**config.mk**
```make
export PLATFORM = sky130hd
export DESIGN_NAME = lattice_coefficient_rounding_unit_core
export DESIGN_NICKNAME = d
export VERILOG_FILES = /design/src/design/lcru_pkg.sv /design/src/design/lcru_cfg.sv /design/src/design/lcru_front.sv /design/src/design/lcru_split.sv /design/src/design/lattice_coefficient_rounding_unit_core.sv
export SDC_FILE = /design/constraint.sdc
export NUM_CORES = 1
export LEC_CHECK = 0
export ABC_CLOCK_PERIOD_IN_PS = 8180
export BUFFER_PORTS_ARGS = -buffer_cell sky130_fd_sc_hd__buf_2
export CAP_MARGIN = 20
export CORE_ASPECT_RATIO = 0.8
export CORE_MARGIN = 5
export CORE_UTILIZATION = 44
export CTS_BUF_LIST = sky130_fd_sc_hd__clkbuf_4 sky130_fd_sc_hd__clkbuf_8 sky130_fd_sc_hd__clkbuf_16
export DETAILED_ROUTE_END_ITERATION = 10
export GPL_ROUTABILITY_DRIVEN = 0
export GPL_TIMING_DRIVEN = 1
export PLACE_DENSITY = 0.64
export SLEW_MARGIN = 20
export SYNTH_ARGS = -nofsm -noshare
export SYNTH_HDL_FRONTEND = slang
export SYNTH_HIERARCHICAL = 1
export SYNTH_SLANG_ARGS = --single-unit
```
**constraint.sdc**
```tcl
create_clock -name clk -period 8.18 [get_ports clk]
set_input_delay 0.409 -clock clk [delete_from_list [all_inputs] [get_ports clk]]
set_output_delay 0.409 -clock clk [all_outputs]
set_load 0.05 [all_outputs]
```
**src/design/lcru_pkg.sv**
```systemverilog
// Package for the lattice coefficient rounding unit.
// Holds the modulus and rounding constants, the action codes and the pipeline payload types.
// No dependencies.
package lcru_pkg;

  // Modulus and derived constants.
  localparam logic [22:0] Q_MOD        = 23'd8380417;
  localparam logic [23:0] HALF_Q       = 24'd4190208;
  localparam logic [22:0] GAMMA2_LOW   = 23'd95232;
  localparam logic [22:0] GAMMA2_HIGH  = 23'd261888;
  localparam logic [22:0] Q_MINUS_G_LO = Q_MOD - GAMMA2_LOW;
  localparam logic [22:0] Q_MINUS_G_HI = Q_MOD - GAMMA2_HIGH;
  localparam logic [19:0] ALPHA_LOW    = 20'd190464;
  localparam logic [19:0] ALPHA_HIGH   = 20'd523776;
  localparam logic [5:0]  TOP_LOW      = 6'd43;
  localparam logic [5:0]  TOP_HIGH     = 6'd15;

  // Reciprocal multipliers for the bucket estimate.
  localparam logic [13:0] RECIP_LOW    = 14'd11275;
  localparam logic [13:0] RECIP_HIGH   = 14'd1025;

  // Power2round parameters.
  localparam int unsigned D_BITS       = 13;
  localparam logic [23:0] P2R_BIAS     = 24'd4095;
  localparam logic [23:0] BUCKET_BIAS  = 24'd127;

  // Configuration register address.
  localparam logic [2:0]  ADDR_GAMMA   = 3'd0;

  typedef enum logic [1:0] {
    ACT_P2R       = 2'd0,
    ACT_DECOMPOSE = 2'd1,
    ACT_MAKE_HINT = 2'd2,
    ACT_USE_HINT  = 2'd3
  } action_t;

  // Payload that leaves the first stage and travels down the pipe.
  typedef struct packed {
    action_t            action;
    logic [22:0]        a;
    logic [15:0]        t;
    logic               hint;
    logic               gmode;
    logic [9:0]         p2r_hi;
    logic signed [18:0] p2r_lo;
    logic               hbit;
  } item_t;

  // Payload at the end of the decompose stages.
  typedef struct packed {
    item_t       item;
    logic [5:0]  h;
    logic [22:0] hm;
  } split_t;

endpackage

```
**src/design/lcru_cfg.sv**
```systemverilog
// Configuration register block of the rounding unit: APB-style port with one register.
// Depends on lcru_pkg.
module lcru_cfg
  import lcru_pkg::*;
(
  input  logic        clk,
  input  logic        rst,
  input  logic        psel,
  input  logic        penable,
  input  logic        pwrite,
  input  logic [2:0]  paddr,
  input  logic [31:0] pwdata,
  output logic [31:0] prdata,
  output logic        pready,
  output logic        gamma_mode
);

  logic wr_gamma;

  assign pready   = 1'b1;
  assign wr_gamma = psel && penable && pwrite && (paddr == ADDR_GAMMA);

  // Gamma mode register; writes elsewhere are dropped.
  always_ff @(posedge clk) begin
    if (rst) begin
      gamma_mode <= 1'b0;
    end else if (wr_gamma) begin
      gamma_mode <= pwdata[0];
    end
  end

  // Read back.
  always_comb begin
    prdata = '0;
    if (paddr == ADDR_GAMMA) begin
      prdata[0] = gamma_mode;
    end
  end

endmodule

```
**src/design/lcru_front.sv**
```systemverilog
// First pipeline stage: reduces the coefficient, does power2round and make hint,
// and forms the coarse bucket index for decompose. Depends on lcru_pkg.
module lcru_front
  import lcru_pkg::*;
(
  input  logic        clk,
  input  logic        rst,
  input  logic        take,
  input  logic        gamma_mode,
  input  logic [1:0]  action,
  input  logic [22:0] coeff,
  input  logic [5:0]  high_in,
  input  logic        hint_in,
  output logic        out_valid,
  output item_t       out_item
);

  logic [23:0]        diff;
  logic [22:0]        a;
  logic [23:0]        tsum;
  logic [23:0]        psum;
  logic [9:0]         phi;
  logic signed [23:0] plo;
  logic [22:0]        g;
  logic [22:0]        qmg;
  logic               zero;
  item_t              item_next;

  // Single conditional subtraction brings the coefficient below Q.
  always_comb begin
    diff = {1'b0, coeff} - {1'b0, Q_MOD};
    a    = diff[23] ? coeff : diff[22:0];
  end

  // Power2round and the bucket estimate share the reduced value.
  always_comb begin
    tsum = {1'b0, a} + BUCKET_BIAS;
    psum = {1'b0, a} + P2R_BIAS;
    phi  = psum[D_BITS+9:D_BITS];
    plo  = $signed({1'b0, a}) - $signed({1'b0, phi, {D_BITS{1'b0}}});
  end

  // Make hint decides from range compares only.
  always_comb begin
    g    = gamma_mode ? GAMMA2_HIGH : GAMMA2_LOW;
    qmg  = gamma_mode ? Q_MINUS_G_HI : Q_MINUS_G_LO;
    zero = (a <= g) || (a > qmg) || ((a == qmg) && (high_in == '0));
  end

  always_comb begin
    item_next.action = action_t'(action);
    item_next.a      = a;
    item_next.t      = tsum[22:7];
    item_next.hint   = hint_in;
    item_next.gmode  = gamma_mode;
    item_next.p2r_hi = phi;
    item_next.p2r_lo = plo[18:0];
    item_next.hbit   = !zero;
  end

  // Stage register.
  always_ff @(posedge clk) begin
    if (rst) begin
      out_valid <= 1'b0;
    end else begin
      out_valid <= take;
    end
  end

  always_ff @(posedge clk) begin
    if (take) begin
      out_item <= item_next;
    end
  end

endmodule

```
**src/design/lcru_split.sv**
```systemverilog
// Decompose stages: reciprocal multiply, bucket rounding with the top-bucket wrap,
// and the multiply back by 2*GAMMA2. Depends on lcru_pkg.
module lcru_split
  import lcru_pkg::*;
(
  input  logic   clk,
  input  logic   rst,
  input  logic   in_valid,
  input  item_t  in_item,
  output logic   out_valid,
  output split_t out_data
);

  // Stage two registers.
  logic        s2_valid;
  item_t       s2_item;
  logic [29:0] s2_prod;

  // Stage three registers.
  logic        s3_valid;
  item_t       s3_item;
  logic [5:0]  s3_h;

  logic [29:0] prod_next;
  logic [30:0] rsum;
  logic [6:0]  h_low;
  logic [5:0]  h_next;
  logic [25:0] hm_full;

  // Reciprocal multiply of the coarse bucket index, at the full product width.
  assign prod_next = {14'd0, in_item.t} *
                     (in_item.gmode ? {16'd0, RECIP_HIGH} : {16'd0, RECIP_LOW});

  always_ff @(posedge clk) begin
    if (rst) begin
      s2_valid <= 1'b0;
    end else begin
      s2_valid <= in_valid;
    end
  end

  always_ff @(posedge clk) begin
    if (in_valid) begin
      s2_item <= in_item;
      s2_prod <= prod_next;
    end
  end

  // Round the product to the bucket; the top bucket folds back to zero.
  always_comb begin
    if (s2_item.gmode) begin
      rsum   = {1'b0, s2_prod} + 31'(1 << 21);
      h_low  = '0;
      h_next = {2'b00, rsum[25:22]} & TOP_HIGH;
    end else begin
      rsum   = {1'b0, s2_prod} + 31'(1 << 23);
      h_low  = rsum[30:24];
      h_next = (h_low > {1'b0, TOP_LOW}) ? 6'd0 : h_low[5:0];
    end
  end

  always_ff @(posedge clk) begin
    if (rst) begin
      s3_valid <= 1'b0;
    end else begin
      s3_valid <= s2_valid;
    end
  end

  always_ff @(posedge clk) begin
    if (s2_valid) begin
      s3_item <= s2_item;
      s3_h    <= h_next;
    end
  end

  // Multiply the bucket back by 2*GAMMA2.
  assign hm_full = {20'd0, s3_h} *
                   (s3_item.gmode ? {6'd0, ALPHA_HIGH} : {6'd0, ALPHA_LOW});

  always_ff @(posedge clk) begin
    if (rst) begin
      out_valid <= 1'b0;
    end else begin
      out_valid <= s3_valid;
    end
  end

  always_ff @(posedge clk) begin
    if (s3_valid) begin
      out_data.item <= s3_item;
      out_data.h    <= s3_h;
      out_data.hm   <= hm_full[22:0];
    end
  end

endmodule

```
**src/design/lattice_coefficient_rounding_unit_core.sv**
```systemverilog
// Top level of the lattice coefficient rounding unit.
// Depends on lcru_pkg, lcru_cfg, lcru_front and lcru_split.
//
//   Channel   Handshake                          Payload
//   input     start, accepted while busy is low  action, coeff, high_in, hint_in
//   result    done, one-cycle strobe per result  high_out, low_out, hint_out
//   config    psel/penable/pwrite, pready high   paddr, pwdata, prdata
//
// One item enters per cycle; busy stays low since nothing in the pipe ever waits.
// An accepted item passes through these registered stages in order:
// front stage, reciprocal multiply, bucket rounding, multiply back, output stage.
// Synchronous active-high reset empties the pipe and sets gamma_mode to zero.
// The receiver cannot stall, so valid bits simply shift down the pipe each cycle.
module lattice_coefficient_rounding_unit_core
  import lcru_pkg::*;
(
  input  logic               clk,
  input  logic               rst,
  input  logic               start,
  output logic               busy,
  input  logic [1:0]         action,
  input  logic [22:0]        coeff,
  input  logic [5:0]         high_in,
  input  logic               hint_in,
  output logic               done,
  output logic [9:0]         high_out,
  output logic signed [18:0] low_out,
  output logic               hint_out,
  input  logic               psel,
  input  logic               penable,
  input  logic               pwrite,
  input  logic [2:0]         paddr,
  input  logic [31:0]        pwdata,
  output logic [31:0]        prdata,
  output logic               pready
);

  logic               gamma_mode;
  logic               take;
  logic               s1_valid;
  item_t              s1_item;
  logic               s4_valid;
  split_t             s4;

  logic signed [24:0] low_raw;
  logic               big;
  logic signed [24:0] low_adj;
  logic               lpos;
  logic [5:0]         h_fix;
  logic [9:0]         high_next;
  logic signed [18:0] low_next;
  logic               hint_next;

  assign busy = 1'b0;
  assign take = start && !busy;

  lcru_cfg u_cfg (
    .clk       (clk),
    .rst       (rst),
    .psel      (psel),
    .penable   (penable),
    .pwrite    (pwrite),
    .paddr     (paddr),
    .pwdata    (pwdata),
    .prdata    (prdata),
    .pready    (pready),
    .gamma_mode(gamma_mode)
  );

  lcru_front u_front (
    .clk       (clk),
    .rst       (rst),
    .take      (take),
    .gamma_mode(gamma_mode),
    .action    (action),
    .coeff     (coeff),
    .high_in   (high_in),
    .hint_in   (hint_in),
    .out_valid (s1_valid),
    .out_item  (s1_item)
  );

  lcru_split u_split (
    .clk      (clk),
    .rst      (rst),
    .in_valid (s1_valid),
    .in_item  (s1_item),
    .out_valid(s4_valid),
    .out_data (s4)
  );

  // Low part with the wrap above Q/2; a wrapped value is never positive.
  always_comb begin
    low_raw = $signed({2'b00, s4.item.a}) - $signed({2'b00, s4.hm});
    big     = low_raw > $signed({1'b0, HALF_Q});
    low_adj = big ? (low_raw - $signed({2'b00, Q_MOD})) : low_raw;
    lpos    = !big && (low_raw > 25'sd0);
  end

  // Hint correction steps the bucket up or down with wraparound.
  always_comb begin
    h_fix = s4.h;
    if (s4.item.hint) begin
      if (s4.item.gmode) begin
        h_fix = lpos ? ((s4.h + 6'd1) & TOP_HIGH) : ((s4.h + TOP_HIGH) & TOP_HIGH);
      end else if (lpos) begin
        h_fix = (s4.h == TOP_LOW) ? 6'd0 : s4.h + 6'd1;
      end else begin
        h_fix = (s4.h == 6'd0) ? TOP_LOW : s4.h - 6'd1;
      end
    end
  end

  // Result select by action.
  always_comb begin
    high_next = '0;
    low_next  = '0;
    hint_next = 1'b0;
    unique case (s4.item.action)
      ACT_P2R: begin
        high_next = s4.item.p2r_hi;
        low_next  = s4.item.p2r_lo;
      end
      ACT_DECOMPOSE: begin
        high_next = {4'b0000, s4.h};
        low_next  = low_adj[18:0];
      end
      ACT_MAKE_HINT: begin
        hint_next = s4.item.hbit;
      end
      ACT_USE_HINT: begin
        high_next = {4'b0000, h_fix};
      end
      default: begin
        high_next = '0;
      end
    endcase
  end

  // Output stage.
  always_ff @(posedge clk) begin
    if (rst) begin
      done <= 1'b0;
    end else begin
      done <= s4_valid;
    end
  end

  always_ff @(posedge clk) begin
    if (s4_valid) begin
      high_out <= high_next;
      low_out  <= low_next;
      hint_out <= hint_next;
    end
  end

endmodule

```
=== After elaboration in Yosys (flattened, before gate mapping) ===
Index checks and enable logic that the tools add are counted.

* Bits in registers: 345
* Bits in latches: 0
* RAM bits: 0
* Memory bits (read-only): 0
* Output and inout bits: 65
* Logic and storage cells: 97
* Memories: 0

* Add/subtract/negate cells: 11
* Multipliers: 2
* Divide/modulo/power cells: 0
* Order comparisons: 5
* Equal/unequal tests: 5
* Shift-type cells: 0
* Muxes and demuxes: 17
* Bitwise gates (word level): 0
* Reductions and logical operators: 14

{| class="wikitable"
|+ Operators with widths
! kind !! count
|-
| $mux 19 || 3
|-
| $pmux 19 s2 || 1
|-
| $add 30x24->31 const B || 1
|-
| $mul 16x30->30 || 1
|-
| $mux 6 || 5
|-
| $pmux 10 s3 || 1
|-
| $add 26x22->26 const B || 1
|-
| $mul 6x26->23 || 1
|-
| $gt 24x1->1 const B || 1
|-
| $gt 24x23->1 const B || 1
|-
| $sub 23x23->24 || 1
|-
| $sub 23x23->24 const B || 1
|-
| $add 23x12->23 const B || 1
|-
| $add 23x7->23 const B || 1
|-
| $eq 23x23->1 || 1
|-
| $gt 23x23->1 || 1
|-
| $le 23x18->1 || 1
|-
| $mux 23 || 1
|-
| $sub 19x14->19 const B || 1
|-
| $sub 19x19->19 || 1
|-
| $mux 18 || 1
|-
| $mux 14 || 1
|-
| $logic_not 6->1 || 2
|-
| $mux 4 || 3
|-
| 14 further kinds || 21
|}

=== Depth between registers and ports, before layout ===
Gate-level depths: netlist of the first run.

* Word-level depth: 8
* Depth in mapped cells: 22
* Mapped depth without buffers: 21

=== Modules after synthesis ===
Netlist of the first run, hierarchy kept.

{| class="wikitable"
|+ By module, submodules not included
! module !! times used !! cells each !! area each (sq um) !! seq. area each (sq um)
|-
| lcru_split || 1 || 848 || 12,756.0 || 7,687.4
|-
| lattice_coefficient_rounding_unit_core || 1 || 452 || 3,632.2 || 920.9
|-
| lcru_front || 1 || 331 || 3,553.4 || 1,821.7
|-
| lcru_cfg || 1 || 41 || 314.1 || 20.0
|}

=== Worst setup path after synthesis of the first run ===
No wires, ideal clock.

* Path kind: register -> register
* Start point: register u_front/out_item[30] (netlist name)
* End point: register u_split.s2_prod[27] (data pin)
* Library setup time: 261 ps
* Arrival time: 5,086 ps
* Data required time: 7,919 ps
* Slack: 2,833 ps
* Stages on the path, launching flop included: 20
* Buffers on the path: 2
* Cell sequence: edfxtp_1 -> clkbuf_1 -> clkbuf_1 -> nor2_1 -> ha_1 -> inv_1 -> fa_1 -> inv_1 -> ha_1 -> fa_1 -> fa_1 -> ha_1 -> ha_1 -> nand3_1 -> o21ai_0 -> a21oi_2 -> a31oi_4 -> a211o_1 -> o221a_1 -> o311a_1

* Word-level cells in the longest chain between the ends: 2

{| class="wikitable"
|+ Ends and longest elaborated chain
! item !! line !! text
|-
| from (decl) || lcru_front.sv:15 || <nowiki>output item_t out_item</nowiki>
|-
| from (signal assigned) || lcru_front.sv:72 || <nowiki>out_item <= item_next;</nowiki>
|-
| $mux 14 || lcru_split.sv:32 || <nowiki>(in_item.gmode ? {16'd0, RECIP_HIGH} : {16'd0, RECIP_LOW});</nowiki>
|-
| $mul 16x30->30 || lcru_split.sv:31 || <nowiki>assign prod_next = {14'd0, in_item.t} *</nowiki>
|-
| net u_split.prod_next[27] || lcru_split.sv:24 || <nowiki>logic [29:0] prod_next;</nowiki>
|-
| to (signal assigned) || lcru_split.sv:45 || <nowiki>s2_prod <= prod_next;</nowiki>
|-
| to (decl) || lcru_split.sv:17 || <nowiki>logic [29:0] s2_prod;</nowiki>
|}

The timed path passes the listed nets, and every way through them passes these cells.
A chain may end at the register's enable or synchronous reset.

=== Worst setup path after layout of the first run ===
* Start point: register u_front/out_item[30] (netlist name)
* End point: register u_split.s2_prod[26] (data pin)

Same word-level chain as after synthesis.

==> results of run 1 <==
==> state kept, by name (all words and copies together) (netlist names) <==
| name | count |
|---|---|
| done | 1 |
| high_out | 10 |
| hint_out | 1 |
| low_out | 19 |
| u_cfg/gamma_mode | 1 |
| u_front/out_item | 60 |
| u_front/out_valid | 1 |
| u_split/out_data | 77 |
| u_split/out_valid | 1 |
| u_split/s2_item | 57 |
| u_split/s2_prod | 9 |
| u_split/s2_valid | 1 |
| u_split/s3_h | 6 |
| u_split/s3_item | 57 |
| u_split/s3_valid | 1 |
==> cells in the final DEF, fill, tap and decap left out, types with 5 or more instances in the layout <==
master,count
or3_1,10
buf_4,6
o211ai_1,7
nor2b_1,18
nor4_1,8
and2_1,13
nand2b_1,8
nand3_1,46
fa_1,68
a31oi_1,10
xnor2_1,65
or2_2,6
buf_2,73
o21a_1,7
nor3_1,32
mux2i_1,14
a21o_1,11
a311oi_1,7
ha_1,174
clkinv_2,6
o21ai_0,53
a211oi_1,20
conb_1,42
a211o_1,7
a21oi_1,47
and3_1,6
inv_1,209
clkbuf_16,31
nand3b_1,8
nor2_1,109
edfxtp_1,296
nand4_1,21
a21oi_2,5
clkbuf_4,5
xor2_1,32
nand2_1,102
==> report_power, final <==
group          internal, mW  leakage [nW]  switching [mW]  total (mW)
registers              1.83          2.81          0.0445        1.87
clock network         0.844         0.529           0.588        1.43
logic                 0.601          5.10           0.911        1.51
==> what timing repair did <==
action | in CTS | in global routing
hold endpoints to repair | 3 | 0
endpoints found under the setup margin | 0 | 0
hold buffers | 3 | 0
==> worst max-delay path, delay by kind of cell, from the launching register on <==
| family | cells | cell delay, ps |
|---|---|---|
| flip-flops | 1 | 690 |
| multiplexers | 1 | 200 |
| AND/OR/NAND/NOR | 5 | 880 |
| adder cells (fa/ha/maj) | 6 | 2720 |
| buffers and inverters | 5 | 260 |
| AO/OA/AOI/OAI | 3 | 960 |
==> worst paths after layout <==
kind                                  start  cells past startpoint                             to
max          u_front/out_item[30]$_DFFE_PP_                     20  u_split/s2_prod[26]$_DFFE_PP_
min                                     rst                      2   u_split/out_valid$_SDFF_PP0_
max reg2reg  u_front/out_item[30]$_DFFE_PP_                     20  u_split/s2_prod[26]$_DFFE_PP_
min reg2reg  u_front/out_item[18]$_DFFE_PP_                      0  u_split/s2_item[18]$_DFFE_PP_
==> cell type report <==
cell class              instances  area (um2)  share of cell area
clock buffers                  39         855              0.0415
clock inverters                19         209              0.0102
inverters                     209         785              0.0381
multi-input cells            1062        8580               0.417
flip-flops and latches        302        9020               0.438
well taps                     552         691              0.0336
repair buffers                 82         440              0.0214
==> metrics by stage <==
step                power (mW)  utilization  instances  instance area [um2]  setup slack, ps
global placement          3.37        0.463       2204                19500             2350
floorplan                 3.08            -       1662                19000             2830
detailed placement        3.41        0.463       2204                19500             2240
finish                    4.82        0.489       2265                20600             2200
global route              5.16        0.489       2265                20600             1900
CTS                       4.87        0.489       2265                20600             2220
==> routing by layer <==
metal | up-vias | share of wire | wire, um | global-route usage
met2 | 321 | 0.44 | 16700 | 0.243
met3 | 53 | 0.056 | 2100 | 0.0268
met1 | 5753 | 0.48 | 18300 | 0.245
met5 | - | 0 | 0 | 0
met4 | 0 | 0.019 | 713 | 0.0330
li1 | 5811 | - | - | -
==> impl_metrics.tcl, run 1 <==
set metrics [dict create \
    outcome "finished, final reports clean" \
    skew_ps 12.6 \
    wire_per_inst_um 16.7 \
    start_util 0.447 \
    vdd_ir_drop_max_mv 0.247 \
    post_cts_buffers 0 \
    finalCritPeriodShare 0.731 \
    dieHeight_um 195 \
    first_global_vias 11700 \
    syn_area_um2 18800 \
    cts_buffers 31 \
    hold_violations 0 \
    drt_first_pass_iters 5 \
    io_pins 138 \
    drcViolationCount 0 \
    dieArea_um2 47000 \
    reg2reg_slack_ps 2200 \
    ys_warn_count 6 \
    tightest_slew_ps 1000 \
    setup_violations 0 \
    grt_overflow 0 \
    numClockSinks 302 \
    critPathMaxFanout 20 \
    critPathMaxStageDelay_ps 690 \
    grt_max_degree 79 \
    powerDensity_nw_per_um2 234 \
    final_nets 2003 \
    grt_pass1_wl_mm 61.4 \
    drtIter0Drc 742 \
    track_usage 0.160 \
    syn2layout_area_growth_pct 9.38 \
    antenna_left 0 \
    end_kind "flip-flop" \
    wirelength_mm 37.8 \
    avgSynthCellArea_um2 11.6 \
    die_w_um 241 \
    worst_ep_required_time_ps 8480 \
    hold_class "input pin to flip-flop" \
    worst_path_max_delay_cell "edfxtp_1" \
    io_buffers 73 \
    hold_slack_ps 80.1 \
    vias 11900 \
    antennaDiodeCount 0 \
    cap_violations 0 \
    layout_min_cycle_time_ps 5980 \
    p_leak_nw 8.43 \
    crit_type "flip-flop to flip-flop" \
    h-tree-depth 1 \
    drv_slew 0 \
    drive_gt1_frac 0.109 \
    cts_tree "done" \
    timing.fmax_ghz 0.167 \
    cts_buffer_depth 3 \
    crit_top_cell "inv_1" \
    synth_cells 1624 \
    coreArea_um2 42100 \
    cts_resized 0 \
    rsz0062_at_grt "no" \
    clk_latency_ps 580 \
    worstPathCellList "nor2b_1 > nand2_1 > fa_1 > inv_1 > ha_1 > inv_1 > fa_1 > inv_1 > fa_1 > inv_1 > fa_1 > inv_1 > ha_1 > nand2_1 > nor3_4 > nand2_1 > o311ai_1 > a21o_1 > mux2i_1 > o311ai_0" \
    viasPerCell 5.27 \
    antenna_found_initial 0 \
    arrival_ps 6280 \
    placementRows 67 \
    relSlewSlack 0.332 \
    path_clk_slew_ps 60 \
    cts-root-buf "clkbuf_16" \
    fillers 3771 \
    fin_setup_tns_ps 0 \
    cp-start-kind "flip-flop" \
    dp_hpwl_mm 29.5 \
]
Note: power is estimated with default switching activity, not from simulation.
==> inputs of run 2 (changes only) <==
Settings changed: ABC_AREA set to 1, ABC_CLOCK_PERIOD_IN_PS 8180 to 5330, PLACE_DENSITY 0.64 to 0.66.
Clock period 8.18 ns to 5.33 ns, I/O delays scaled along.
==> run 2 against run 1 <==
  * Synthesized cell count is 40% higher
  * Power increased by 66%
  * Register-to-register slack worse by 1800 ps
  * Hold slack worse by 37 ps
  * Global-route usage increased by 1.1 points
  * Routed wire length up 16%
  * Fmax is 21% higher
  * First-iteration DRC count increased by 65%
  * Critical path depth rose by 4
  * Combinational power increased by 96%
  * Clock skew grew 1.7 ps
  * Die area is 8.6% higher
  * Critical path type unchanged
  * Largest power group is now combinational cells
  * Highest routed layer unchanged
==> impl_metrics.tcl, run 2 <==
set metrics [dict create \
    worst_ep_required_time_ps 5650 \
    end_kind "flip-flop" \
    tightest_slew_ps 971 \
    antennaDiodeCount 0 \
    rsz0062_at_grt "no" \
    p_leak_nw 10.7 \
    grt_pass1_wl_mm 72.0 \
    cap_violations 0 \
    critPathLaunch "u_front/out_item[30]$_DFFE_PP_" \
    relSlewSlack 0.353 \
    io_buffers 73 \
    cts_buffers 30 \
    hold_class "input pin to flip-flop" \
    coreArea_um2 45900 \
    drt_first_pass_iters 5 \
    largest_reg_flops 77 \
    drtIter0Drc 1227 \
    outcome "finished, final reports clean" \
    layout_min_cycle_time_ps 4930 \
    drv_slew 0 \
    syn_area_um2 20500 \
    first_global_vias 13900 \
    antenna_found_initial 0 \
    route.top_layer_used "met4" \
    vias 14700 \
    wl_met3_mm 2.87 \
    viasPerCell 4.90 \
    cts_buffer_depth 3 \
    path_clk_slew_ps 60 \
    dp_hpwl_mm 35.2 \
    ys_warn_count 6 \
    reg2reg_slack_ps 400 \
    wirelength_mm 43.8 \
    dieArea_um2 51100 \
    wire_per_inst_um 14.6 \
    powerDensity_nw_per_um2 356 \
    timing.fmax_ghz 0.203 \
    register_area_um2 9010 \
    layout_common_cells "573 x nand2_1, 441 x inv_1, 296 x edfxtp_1, 174 x ha_1, 167 x nor2_1" \
    final_common_cell "nand2_1" \
    hold_violations 0 \
    antenna_left 0 \
    io_pins 138 \
    wl_met2_mm 18.9 \
    dpl-instance-area_um2 21400 \
    grt_max_degree 79 \
    clk_latency_ps 560 \
    fillers 4194 \
    critPathMaxFanout 5 \
    dieHeight_um 203 \
    track_usage 0.171 \
    cts_tree "done" \
    top_register "u_split/out_data" \
    avgSynthCellArea_um2 9.00 \
    reg_top3 "u_split/out_data x77, u_front/out_item x60" \
    numClockSinks 302 \
    fin_setup_tns_ps 0 \
    h-tree-depth 1 \
    synth_cells 2279 \
    arrival_ps 5250 \
    vdd_ir_drop_max_mv 0.206 \
    drcViolationCount 0 \
    min_from "pwdata[0]" \
    crit_type "flip-flop to flip-flop" \
    die_w_um 251 \
    design_area_um2 22400 \
    final_nets 2680 \
    fin_util 0.488 \
    cts-root-buf "clkbuf_16" \
    grt_overflow 0 \
    start_util 0.447 \
    skew_ps 14.3 \
    wl_met1_mm 21.5 \
    placementRows 70 \
    multiInputGateArea_um2 9430 \
    finalCritPeriodShare 0.925 \
    syn2layout_area_growth_pct 9.22 \
    setup_violations 0 \
    cp-start-kind "flip-flop" \
    drive_gt1_frac 0.100 \
    reg2reg_from "u_front/out_item[30]$_DFFE_PP_" \
]
## run 2: path summary, 6_finish.rpt
| kind | endpoint | cells after the start |
|---|---|---|
| setup / recovery | u_split/s2_prod[28]$_DFFE_PP_ | 24 |
| hold / removal | u_cfg/gamma_mode$_SDFFE_PP0P_ | 5 |
| setup reg to reg | u_split/s2_prod[28]$_DFFE_PP_ | 24 |
| hold reg to reg | u_split/out_data[91]$_DFFE_PP_ | 0 |
## run 2: report_power, final
| part | leakage, nW | switching (mW) | internal [mW] | total [mW] |
|---|---|---|---|---|
| combinational | 7.35 | 1.94 | 1.02 | 2.96 |
| clock | 0.488 | 0.898 | 1.24 | 2.14 |
| sequential | 2.81 | 0.0706 | 2.82 | 2.89 |
| total | 10.7 | 2.91 | 5.08 | 7.98 |
## run 2: per-layer routing
metal / vias up / track usage
li1: 7369 / -
met1: 6837 / 0.267
met2: 442 / 0.261
met3: 53 / 0.0263
met4: 0 / 0.0226
met5: - / 0
## run 2: area by class of cell
type,instances,share of cell area
Multi-Input combinational cell,1487,0.421
Sequential cell,302,0.402
Inverter,459,0.0769
Clock buffer,32,0.0342
Tap cell,612,0.0342
Timing Repair Buffer,85,0.0208
Clock inverter,21,0.0109
## run 2: what timing repair did
item,4_1_cts,5_1_grt
endpoints found under the setup margin,0,1
hold buffers,4,0
endpoints found under the hold margin,8,0
resized for setup,0,1
buffers inserted,0,0
## run 2: through the flow
step,total power [mW],cells,hold slack (ps),setup WS [ps]
final,7.98,2998,43.5,401
after global routing,8.58,2998,48.4,27.2
after CTS,8.02,2998,1.00,349
after detailed placement,5.85,2941,405,362
after global placement,5.78,2941,401,399
after floorplan,5.18,2317,338,705
## run 2: critical path, stage by stage (launching register included)
cell and delay, ps:
edfxtp_1 440, nor2_1 220, nor2_1 70, nor2_1 160, inv_1 70, fa_1 530
inv_1 60, ha_1 360, inv_1 80, fa_1 500, inv_1 50, fa_1 500
inv_1 60, fa_1 510, inv_1 40, ha_1 300, nand2_1 90, nor2_2 130
nand2_1 90, inv_1 80, nand2_1 50, nor2_1 80, nand2_1 80, nand4_1 80
nand2_1 50
==> inputs of run 3 (changes only) <==
Settings changed: CORE_MARGIN 5 to unset, MAX_ROUTING_LAYER set to met4.
==> run 3 against run 2 <==
  * Register-to-register slack worse by 96 ps
  * Critical path depth is 1 lower
  * Fmax decreased by 1.9%
  * Worst setup slack got worse by 96 ps
  * Global-route usage grew 1.7 points
  * Largest power group unchanged
==> impl_metrics.tcl, run 3 (same netlist as run 2, synthesis figures left out) <==
set metrics [dict create \
    crit_type "flip-flop to flip-flop" \
    relSlewSlack 0.337 \
    viasPerCell 4.89 \
    end_kind "flip-flop" \
    multiInputGateArea_um2 9430 \
    sequentialPowerShare 0.355 \
    switching_share 0.360 \
    start_util 0.448 \
    total_power_mw 8.12 \
    p_leak_nw 10.7 \
    grt_max_degree 79 \
    timing.fmax_ghz 0.199 \
    vias 14700 \
    vdd_ir_drop_max_mv 0.197 \
    finalCritPeriodShare 0.943 \
    io_pins 138 \
    drv_slew 0 \
    hold_violations 0 \
    layout_common_cells "573 x nand2_1, 441 x inv_1, 296 x edfxtp_1, 174 x ha_1, 166 x nor2_1" \
    cts_buffer_depth 3 \
    die_w_um 243 \
    dp_hpwl_mm 34.4 \
    wirelength_mm 42.9 \
    layout_min_cycle_time_ps 5030 \
    p_clk_frac 0.280 \
    cts-root-buf "clkbuf_16" \
    cts_tree "done" \
    switching_power_mw 2.93 \
    register_area_um2 9010 \
    fin_setup_tns_ps 0 \
    drcViolationCount 0 \
    first_global_vias 14000 \
    numClockSinks 302 \
    drt_first_pass_iters 6 \
    critPathMaxFanout 12 \
    final_common_cell "nand2_1" \
    cp-start-kind "flip-flop" \
    cap_violations 0 \
    final_nets 2682 \
    drive_gt1_frac 0.103 \
    antenna_left 0 \
    cts_buffers 30 \
    dieArea_um2 47500 \
    path_clk_slew_ps 60 \
    arrival_ps 5350 \
    setup_violations 0 \
    fillers 4143 \
    p_comb_frac 0.364 \
    clk_latency_ps 580 \
    wire_per_inst_um 14.3 \
    tightest_slew_ps 995 \
    hold_class "input pin to flip-flop" \
    outcome "finished, final reports clean" \
    track_usage 0.188 \
    grt_pass1_wl_mm 69.8 \
    grt_overflow 0 \
    coreArea_um2 45800 \
    syn2layout_area_growth_pct 9.64 \
    reg_top3 "u_split/out_data x77, u_front/out_item x60" \
    io_buffers 73 \
    placementRows 70 \
    dieHeight_um 195 \
    h-tree-depth 1 \
    top_register "u_split/out_data" \
    worst_ep_required_time_ps 5650 \
    largest_reg_flops 77 \
    skew_ps 14.4 \
    p_int_mw 5.19 \
    fin_util 0.491 \
    antenna_found_initial 1 \
    powerDensity_nw_per_um2 361 \
    drtIter0Drc 1048 \
]
==> run 3: cell count changes in the layout (fill, tap and decap cells not counted) <==
cell	before	now
diode_2	0	1
clkinv_4	3	2
clkinv_8	2	1
inv_6	2	6
buf_4	8	10
clkbuf_4	2	3
clkinv_1	10	9
nor2_1	167	166
clkinvlp_4	2	1
nor2_2	26	27
bufinv_16	4	6
==> run 3: metal layers <==
metal / up-vias / wire length, um / global-route usage / part of all wire
met4: 0 / 893 / 0.0440 / 0.021
met1: 6764 / 20900 / 0.273 / 0.49
met5: - / 0 / - / 0
met2: 465 / 18400 / 0.279 / 0.43
li1: 7385 / - / - / -
met3: 71 / 2640 / 0.0245 / 0.062
==> run 3: timing repair <==
item                                    4_1_cts  5_1_grt
endpoints found under the hold margin         8        0
gates resized for setup                       0        2
hold buffers                                  4        0
endpoints found under the setup margin        0        3
buffers inserted                              0        2
==> run 3: worst max-delay path: stages (launching register included) <==
cell	delay (ps)
edfxtp_1	470
buf_4	230
nor2_1	190
nor2_1	60
nor2_1	160
inv_1	90
fa_1	500
inv_1	40
ha_1	270
inv_1	50
fa_1	490
inv_1	50
fa_1	500
inv_1	50
fa_1	510
inv_1	40
ha_1	310
nand2_1	110
nor2_2	180
inv_2	70
nor3_1	130
nand3_1	110
nand4_1	80
nand2_1	60
==> run 3: area by class of cell <==
cell class,count,share of cell area
antenna,1,0.000111
clock buffer,33,0.0344
clock inverter,23,0.0135
inverter,459,0.0766
multi-input combinational,1487,0.419
sequential,302,0.401
tap,612,0.0340
timing repair buffer,87,0.0214
==> run 3: through the flow <==
stage	area [um2]	setup WS (ps)	instances	hold slack [ps]
finish	22500	305	3004	61.0
global route	22500	-8.88	3004	57.7
CTS	22500	276	3001	25.3
detailed placement	21400	301	2941	405
global placement	21400	415	2941	401
floorplan	20700	705	2317	338
==> run 3: power groups by stage <==
stage                     sequential [mW]  clock [mW]  combinational (mW)
after floorplan                      2.93           0                2.26
after global placement               2.93           0                2.85
after detailed placement             2.94           0                2.92
after CTS                            2.89        2.32                2.95
after global routing                 2.90        2.41                3.39
final                                2.89        2.28                2.96
==> run 3: final timing paths <==
| kind | start | to | slack, ps | depth (start not counted) |
|---|---|---|---|---|
| hold / removal | pwdata[0] | u_cfg/gamma_mode$_SDFFE_PP0P_ | 60 | 5 |
| setup / recovery | u_front/out_item[30]$_DFFE_PP_ | u_split/s2_prod[25]$_DFFE_PP_ | 300 | 23 |
| hold reg to reg | u_split/s3_item[65]$_DFFE_PP_ | u_split/out_data[94]$_DFFE_PP_ | 410 | 0 |
| setup reg to reg | u_front/out_item[30]$_DFFE_PP_ | u_split/s2_prod[25]$_DFFE_PP_ | 300 | 23 |
